## src/hw/rtl/smvlq_pkg.sv

```systemverilog
package smvlq_pkg;

  localparam int POS_WIDTH  = 20;
  localparam int FOLD_WIDTH = POS_WIDTH + 1;
  localparam int DIGIT_BITS = 5;
  localparam int NUM_FIELDS = 4;
  localparam int IDX_WIDTH  = $clog2(NUM_FIELDS);
  localparam int CHAR_WIDTH = 7;

  localparam logic [CHAR_WIDTH-1:0] COMMA_CHAR = 7'h2C;

  typedef enum logic [1:0] {
    ST_IDLE,
    ST_LOAD,
    ST_EMIT,
    ST_COMMA
  } st_t;

  // base64 alphabet lookup
  function automatic logic [CHAR_WIDTH-1:0] b64_char(input logic [DIGIT_BITS:0] d);
    logic [CHAR_WIDTH-1:0] c;
    c = 7'h2F;
    case (d) inside
      [6'd0:6'd25]:  c = 7'h41 + {1'b0, d};
      [6'd26:6'd51]: c = 7'h61 + {1'b0, d} - 7'd26;
      [6'd52:6'd61]: c = 7'h30 + {1'b0, d} - 7'd52;
      6'd62:         c = 7'h2B;
      default:       c = 7'h2F;
    endcase
    return c;
  endfunction

endpackage

```

## src/hw/rtl/source_map_vlq_mapping_encoder_unit.sv

```systemverilog
// an item is taken in the idle state; its first character leaves the emit state after the
// load state has formed the first delta; per field the load state forms the delta and the
// emit state sends its digits, and the comma state then closes the item
// the digit shift register emits one 5-bit digit a cycle unless out_stall holds it
// one item is in flight at a time
// synchronous active-low reset clears the stored previous positions to zero and idles
module source_map_vlq_mapping_encoder_unit
  import smvlq_pkg::*;
(
  input  logic                  clk,
  input  logic                  rst_n,
  input  logic                  in_valid,
  output logic                  in_stall,
  input  logic [POS_WIDTH-1:0]  in_gen_column,
  input  logic [POS_WIDTH-1:0]  in_src_index,
  input  logic [POS_WIDTH-1:0]  in_src_line,
  input  logic [POS_WIDTH-1:0]  in_src_column,
  output logic                  out_valid,
  input  logic                  out_stall,
  output logic [CHAR_WIDTH-1:0] out_char,
  output logic                  out_last
);

  st_t                    state_r, state_nxt;
  logic [IDX_WIDTH-1:0]   idx_r, idx_nxt;
  logic [FOLD_WIDTH-1:0]  sh_r, sh_nxt;
  logic [POS_WIDTH-1:0]   field_r [NUM_FIELDS];
  logic [POS_WIDTH-1:0]   prev_r  [NUM_FIELDS];

  logic                   in_acc, out_acc;
  logic [POS_WIDTH-1:0]   cur, prv, d_fwd, d_bwd;
  logic                   neg;
  logic [FOLD_WIDTH-1:0]  rest;
  logic                   cont;

  assign in_acc  = in_valid && !in_stall;
  assign out_acc = out_valid && !out_stall;

  // delta of the field in turn, sign folded into bit 0
  assign cur   = field_r[idx_r];
  assign prv   = prev_r[idx_r];
  assign neg   = cur < prv;
  assign d_fwd = cur - prv;
  assign d_bwd = prv - cur;

  assign rest = sh_r >> DIGIT_BITS;
  assign cont = rest != '0;

  always_comb begin
    state_nxt = state_r;
    idx_nxt   = idx_r;
    sh_nxt    = sh_r;
    in_stall  = 1'b1;
    out_valid = 1'b0;
    out_last  = 1'b0;
    out_char  = b64_char({cont, sh_r[DIGIT_BITS-1:0]});
    case (state_r)
      ST_IDLE: begin
        in_stall = 1'b0;
        if (in_acc) begin
          idx_nxt   = '0;
          state_nxt = ST_LOAD;
        end
      end
      ST_LOAD: begin
        sh_nxt    = neg ? {d_bwd, 1'b1} : {d_fwd, 1'b0};
        state_nxt = ST_EMIT;
      end
      ST_EMIT: begin
        out_valid = 1'b1;
        if (out_acc) begin
          if (cont) begin
            sh_nxt = rest;
          end else if (idx_r == IDX_WIDTH'(NUM_FIELDS - 1)) begin
            state_nxt = ST_COMMA;
          end else begin
            idx_nxt   = idx_r + 1'b1;
            state_nxt = ST_LOAD;
          end
        end
      end
      ST_COMMA: begin
        out_valid = 1'b1;
        out_last  = 1'b1;
        out_char  = COMMA_CHAR;
        if (out_acc) begin
          state_nxt = ST_IDLE;
        end
      end
      default: begin
        state_nxt = ST_IDLE;
      end
    endcase
  end

  always_ff @(posedge clk) begin
    if (!rst_n) begin
      state_r <= ST_IDLE;
    end else begin
      state_r <= state_nxt;
    end
  end

  always_ff @(posedge clk) begin
    idx_r <= idx_nxt;
    sh_r  <= sh_nxt;
    if (in_acc) begin
      field_r[0] <= in_gen_column;
      field_r[1] <= in_src_index;
      field_r[2] <= in_src_line;
      field_r[3] <= in_src_column;
    end
  end

  always_ff @(posedge clk) begin
    if (!rst_n) begin
      for (int i = 0; i < NUM_FIELDS; i++) begin
        prev_r[i] <= '0;
      end
    end else if (state_r == ST_LOAD) begin
      prev_r[idx_r] <= cur;
    end
  end

endmodule

```

## config.mk

```make
export PLATFORM = sky130hd
export DESIGN_NAME = source_map_vlq_mapping_encoder_unit
export DESIGN_NICKNAME = d
export VERILOG_FILES = /design/src/hw/rtl/smvlq_pkg.sv /design/src/hw/rtl/source_map_vlq_mapping_encoder_unit.sv
export SDC_FILE = /design/constraint.sdc
export NUM_CORES = 1
export LEC_CHECK = 0
export BUFFER_PORTS_ARGS = -buffer_cell sky130_fd_sc_hd__buf_4
export CELL_PAD_IN_SITES_DETAIL_PLACEMENT = 1
export CELL_PAD_IN_SITES_GLOBAL_PLACEMENT = 2
export CORE_AREA = 2 2 155 157
export DETAILED_ROUTE_END_ITERATION = 7
export DIE_AREA = 0 0 157 159
export GPL_ROUTABILITY_DRIVEN = 0
export PLACE_DENSITY_LB_ADDON = 0.08
export SLEW_MARGIN = 20
export SYNTH_ARGS = -nofsm -noshare
export SYNTH_HDL_FRONTEND = slang
export SYNTH_SLANG_ARGS = --single-unit
```

## constraint.sdc

```tcl
create_clock -name clk -period 22 [get_ports clk]
set_clock_uncertainty 0.05 [all_clocks]
set_input_delay 1.1 -clock clk [delete_from_list [all_inputs] [get_ports clk]]
set_output_delay 1.1 -clock clk [all_outputs]
set_load 0.02 [all_outputs]
```

==> results of run 1 <==
## cell families after synthesis
logic type	count (synthesis)
xor+xnor	12
buf+inv	100
flops	187
fa+ha+maj	50
simple gates	271
compound gates	163
mux	79
## worst reg2reg max path, delay by kind of cell, from the launching register on
kind                       cells  cell delay [ps]
AOI/OAI and AO/OA              5             2070
buffers and inverters          2              770
and+or+nand+nor                2              430
DFF                            1              370
muxes                          2              890
adders and majority gates      1              480
## synthesized netlist by cell type, drive strengths merged, types with 6 or more instances
master,count
xnor2,10
a21oi,49
nand2,69
o211ai,7
nand2b,7
nor2,122
nand3b,6
nand3,14
inv,54
nor3,10
nor2b,7
a21o,10
mux4,20
o21ai,44
mux2i,33
ha,48
or3,9
buf,17
mux2,26
o31ai,7
a211oi,7
clkbuf,29
edfxtp,183
## registers in the layout, summed over array words and instances (netlist names), named ones only
register  flops
prev_r       80
state_r       2
sh_r         21
field_r      80
idx_r         2
## metal layers
metal | vias up | global-route usage, % | wire (um)
li1 | 3295 | - | -
met1 | 3469 | 29.7 | 12100
met2 | 160 | 34.6 | 12200
met3 | 19 | 3.13 | 861
met4 | 0 | 5.92 | 314
met5 | - | 0 | 0
## per-stage QoR
| stage | util, % | power (uW) | setup WS, ps | area, sq um |
|---|---|---|---|---|
| finish | 50.1 | 1210 | 16700 | 11600 |
| floorplan | - | 776 | 13440 | 10100 |
| global route | 50.1 | 1280 | 16390 | 11600 |
| global placement | 47.6 | 891 | 16880 | 11000 |
| detailed placement | 47.6 | 900 | 16720 | 11000 |
| CTS | 50.1 | 1210 | 16700 | 11600 |
## final cells by class
type                            count  area (sq um)
Fill cell                        2460         11600
Inverter                           54           203
Timing Repair Buffer              100           751
Clock buffer                       17           425
Multi-Input combinational cell    575          4100
Sequential cell                   187          5580
Tap cell                          319           399
Clock inverter                     14           173
## power groups by stage
stage | registers, uW | clock network [uW] | logic (uW)
6_report | 453 | 311 | 442
5_1_grt | 457 | 330 | 491
4_1_cts | 454 | 317 | 441
3_5_place_dp | 462 | 0 | 438
3_3_place_gp | 460 | 0 | 431
2_1_floorplan | 456 | 0 | 320
## final timing paths
path | to | slack [ps] | depth (start not counted)
hold reg to reg | sh_r[6]$_DFFE_PP_ | 530 | 2
hold / removal | sh_r[6]$_DFFE_PP_ | 530 | 2
setup / recovery | sh_r[4]$_DFFE_PP_ | 16700 | 12
setup reg to reg | sh_r[4]$_DFFE_PP_ | 16700 | 12
==> qor.csv, run 1 <==
metric;value;unit
largest net degree at the start of global routing;82;
Mapped Cells;862;
most frequent cells in the layout;edfxtp_1, nor2_1, buf_4;
cts bufs inserted;17;
vias in the first global route;7526;
cell chain of the critical path;buf_4 -> mux2_2 -> o21ai_1 -> inv_1 -> ha_1 -> nand4_1 -> a211oi_2 -> a2111oi_4 -> o31ai_4 -> mux2_1 -> a2111o_1 -> and3_1;
# DRC;0;
final WL;25600;um
Tightest Pin Transition;1080;ps
Buf/Inv on CP;2;
Yosys top cell by area;edfxtp_1;
register area share after synthesis;55.4;%
EDFF count, synth;183;
LEAKAGE;0.00455;uW
# H-tree levels;4;
first-pass detailed-route iteration total;5;
CP max stage cell;o31ai_4;
core region area;0.0232;sq mm
first-pass GRT wire length;41200;um
switching share of power;36.8;%
maxcap violations;0;
top cell type's share of synthesized area;54.6;%
Max Buffers Root-to-Sink;2;
Avg WL per Cell;20.2;um
via count;6943;
Final Hold Viols;0;
Fin Setup TNS;0;ps
Yosys cell types;61;
crit-path leading delay family;compound AO/OA/AOI/OAI gates;
HP Class;reg -> reg;
RSZ-0062 raised after global routing;false;
Ports;94;
Setup Fix Bufs, Post-CTS;0;
CP arrival;5440;ps
compound-cell area share of the yosys netlist;10.6;%
post-cts sizing count;0;
initial antenna violation count;0;
number of hold buffers added after CTS;0;
FFs w/ async S/R, synth;0;%
status;finished clean;
peak supply drop;48.5;uV
vias per inst;5.48;
chip height;159;um
Tcrit/Tclk final;24.1;%
clk_lat worst skew;440;ps
crit end category;flop;
post-synthesis xor/xnor area fraction;1.04;%
Hold Crit Start;sh_r[11]$_DFFE_PP_;
clock power share;25.8;%
Internal Power;763;uW
Yosys warning count;0;
width of the die;157;um
adder-cell share of the synthesized area;6.37;%
fmax;189;MHz
TritonCTS clock tree;built;
clock slew at reported path FFs;80;ps
CP Class;reg -> reg;
main combinational cell family by area after synthesis;simple AND/OR/NAND/NOR gates;
Die ar.;0.0250;sq mm
crit path launch type;flop;
hold slack;529;ps
Area Overhead vs Synth;15.6;%
Root Driver;clkbuf_16;
fin nets;1069;
gr ovfl total;0;
Psw;444;uW
Min Clock Period, post-route;5300;ps
Slew HR;26.1;%
fin. max-slew vios;0;
dpl cells;1235;
synthesized area;0.0101;sq mm
Seq pwr share;37.6;%
CP peak stage delay;860;ps
mux cell area share after synthesis;10.7;%
post-route insts no fill;1266;
Initial Util;43.4;%
final setup fails;0;
Yosys reg bits;187;
n_diodes;0;
Post-Synth Simple-Gate Area;12.0;%
Combinational Power Share;36.7;%
Synthesized Nets;996;
count of input and output buffers;93;
clk sinks;187;
commonest non-fill, non-tap cell in the layout;edfxtp_1;
Main synth FF type;edfxtp_1;
Post-DP HPWL;18200;um
GRT Total Usage;21.2;%
DRT iter0 DRCs;493;
P per Cell Area;104;mW/mm^2
Crit path required time;22140;ps
Syn Area/Cell;11.7;sq um
crit path max fanout;57;
# rows;56;
DRT antenna net count;0;
fraction of layout cells with a size suffix above 1;20.3;%
largest cells by area after synthesis;edfxtp_1, ha_1, nor2_1, mux4_2, mux2i_1;
Power figures use the tool's default switching activity.
==> run 2: changes to the inputs <==
- CORE_AREA: 2 2 155 157 -> 2 2 168 170
- DIE_AREA: 0 0 157 159 -> 0 0 170 172
- clock period: 22 -> 4.8 ns (I/O delays scaled with it)
==> run 2 against run 1 <==
  * Register-to-register slack worse by 16000 ps
  * Routed wire length increased by 11%
  * Utilization fell by 3.9 points
  * Hold slack got worse by 490 ps
  * Sequential share of layout area shrank 4.1 points
  * Total power increased to 4.8 times the previous value
  * First-iteration DRC count decreased by 11%
  * Combinational power grew to 5.0 times the previous value
  * Clock-buffer cell count stayed put
  * Flip-flop and latch count unchanged
  * Highest routed layer unchanged
==> qor.csv, run 2 (synthesis gave the netlist of run 1 again) <==
metric;value;unit;change
via count;7400;;was 6943
n_diodes;0;;unchanged
met3 Track Usage GR;2.45;%;was 3.13%
cell chain of the critical path;buf_12 -> mux2_2 -> o21ai_1 -> inv_1 -> ha_1 -> and3_1 -> a2111oi_4 -> o31a_1 -> mux2i_1 -> a2111o_1 -> and3_1;;was buf_4 -> mux2_2 -> o21ai_1 -> inv_1 -> ha_1 -> nand4_1 -> a211oi_2 -> a2111oi_4 -> o31ai_4 -> mux2_1 -> a2111o_1 -> and3_1
P per Cell Area;452;mW/mm^2;was 104 mW/mm^2
maxcap violations;0;;unchanged
crit path max fanout;37;;was 57
post-route insts no fill;1403;;was 1266
biggest registers after layout;field_r x80, prev_r x80, sh_r x21;;unchanged
crit end category;flop;;unchanged
met1 usage;27.8;%;was 29.7%
fin nets;1179;;was 1069
most used cell along the critical path;and3_1;;
Initial Util;36.6;%;was 43.4%
HP Class;in -> reg;;was reg -> reg
final core occ;46.3;%;was 50.1%
core region area;0.0275;sq mm;was 0.0232 sq mm
total power;5750;uW;was 1210 uW
clk sinks;187;;unchanged
Fin Setup TNS;0;ps;unchanged
# DRC;0;;unchanged
commonest non-fill, non-tap cell in the layout;edfxtp_1;;unchanged
CP peak stage delay;560;ps;was 860 ps
cts bufs inserted;17;;unchanged
clk_lat worst skew;440;ps;about the same
fin. max-slew vios;0;;unchanged
fraction of layout cells with a size suffix above 1;21.0;%;was 20.3%
Final Hold Viols;0;;unchanged
Avg WL per Cell;20.1;um;was 20.2 um
Die ar.;0.0292;sq mm;was 0.0250 sq mm
dpl cells;1292;;was 1235
gr ovfl total;0;;unchanged
Area Overhead vs Synth;26.3;%;was 15.6%
width of the die;170;um;was 157 um
first-pass GRT wire length;45100;um;was 41200 um
LEAKAGE;0.00503;uW;was 0.00455 uW
Root Driver;clkbuf_16;;unchanged
grt met2 use;33.7;%;was 34.6%
fmax;229;MHz;was 189 MHz
initial antenna violation count;0;;unchanged
pre-CTS setup slack;338;ps;was 16720 ps
chip height;172;um;was 159 um
Top Usage Layer GRT;met2;;unchanged
crit path launch type;flop;;unchanged
GRT Total Usage;20.1;%;was 21.2%
Crit path required time;4950;ps;was 22140 ps
CP Class;reg -> reg;;unchanged
Max Buffers Root-to-Sink;2;;unchanged
final setup fails;0;;unchanged
first-pass detailed-route iteration total;5;;unchanged
largest net degree at the start of global routing;82;;unchanged
# rows;61;;was 56
Min Clock Period, post-route;4360;ps;was 5300 ps
final worst slack;440;ps;was 16700 ps
most frequent cells in the layout;edfxtp_1, buf_4, nor2_1;;was edfxtp_1, nor2_1, buf_4
Post-DP HPWL;19900;um;was 18200 um
Tightest Pin Transition;1070;ps;was 1080 ps
CP arrival;4510;ps;was 5440 ps
DRT antenna net count;0;;unchanged
peak supply drop;191;uV;was 48.5 uV
CP max stage cell;a2111oi_4;;was o31ai_4
TritonCTS clock tree;built;;unchanged
vias in the first global route;7981;;was 7526
count of input and output buffers;93;;unchanged
status;finished clean;;unchanged
DRT iter0 DRCs;440;;was 493
vias per inst;5.27;;was 5.48
Slew HR;28.9;%;was 26.1%
final WL;28300;um;was 25600 um
# H-tree levels;4;;unchanged
Setup Fix Bufs, Post-CTS;0;;unchanged
Tcrit/Tclk final;90.8;%;was 24.1%
RSZ-0062 raised after global routing;false;;unchanged
clock slew at reported path FFs;80;ps;about the same
Ports;94;;unchanged
run 2: cell type report:
| cell class | instances | area, sq um |
|---|---|---|
| Timing Repair Buffer | 210 | 1790 |
| Fill cell | 2911 | 14800 |
| Inverter | 54 | 203 |
| Sequential cell | 187 | 5580 |
| Tap cell | 346 | 433 |
| Clock buffer | 17 | 425 |
| Clock inverter | 14 | 173 |
| Multi-Input combinational cell | 575 | 4110 |
run 2: final timing paths:
check	to	start	slack, ps	depth (start not counted)
worst min register to register	sh_r[5]$_DFFE_PP_	sh_r[10]$_DFFE_PP_	550	2
worst max-delay path	sh_r[4]$_DFFE_PP_	flop	440	11
worst min-delay path	state_r[0]$_SDFFE_PN0P_	rst_n	40	2
worst max register to register	sh_r[4]$_DFFE_PP_	flop	440	11
run 2: through the flow:
step	cell area [sq um]	hold slack (ps)
floorplan	10100	289
global placement	11300	368
detailed placement	11300	369
CTS	12700	22.6
global route	12700	35.2
finish	12700	37.0
run 2: metal layers:
| layer | vias up | part of all wire (%) |
|---|---|---|
| met5 | - | 0 |
| met4 | 0 | 1.2 |
| met3 | 26 | 3.2 |
| met2 | 161 | 48 |
| met1 | 3704 | 48 |
| li1 | 3509 | - |
run 2: report_power, final:
part	switching (uW)	internal (uW)	total (uW)
combinational	1300	911	2220
sequential	82.4	2010	2090
clock	738	707	1440
run 2: worst max-delay path, delay by kind of cell (launching register included):
family	cells	cell delay, ps
adders and majority gates	1	380
muxes	2	570
AOI/OAI and AO/OA	4	2000
and+or+nand+nor	2	340
DFF	1	350
buffers and inverters	2	370
run 2: timing repair:
item                                    4_1_cts  5_1_grt
resized for setup                             0        1
hold buffers                                 80        0
hold endpoints to repair                     80        0
endpoints found under the setup margin        0        2
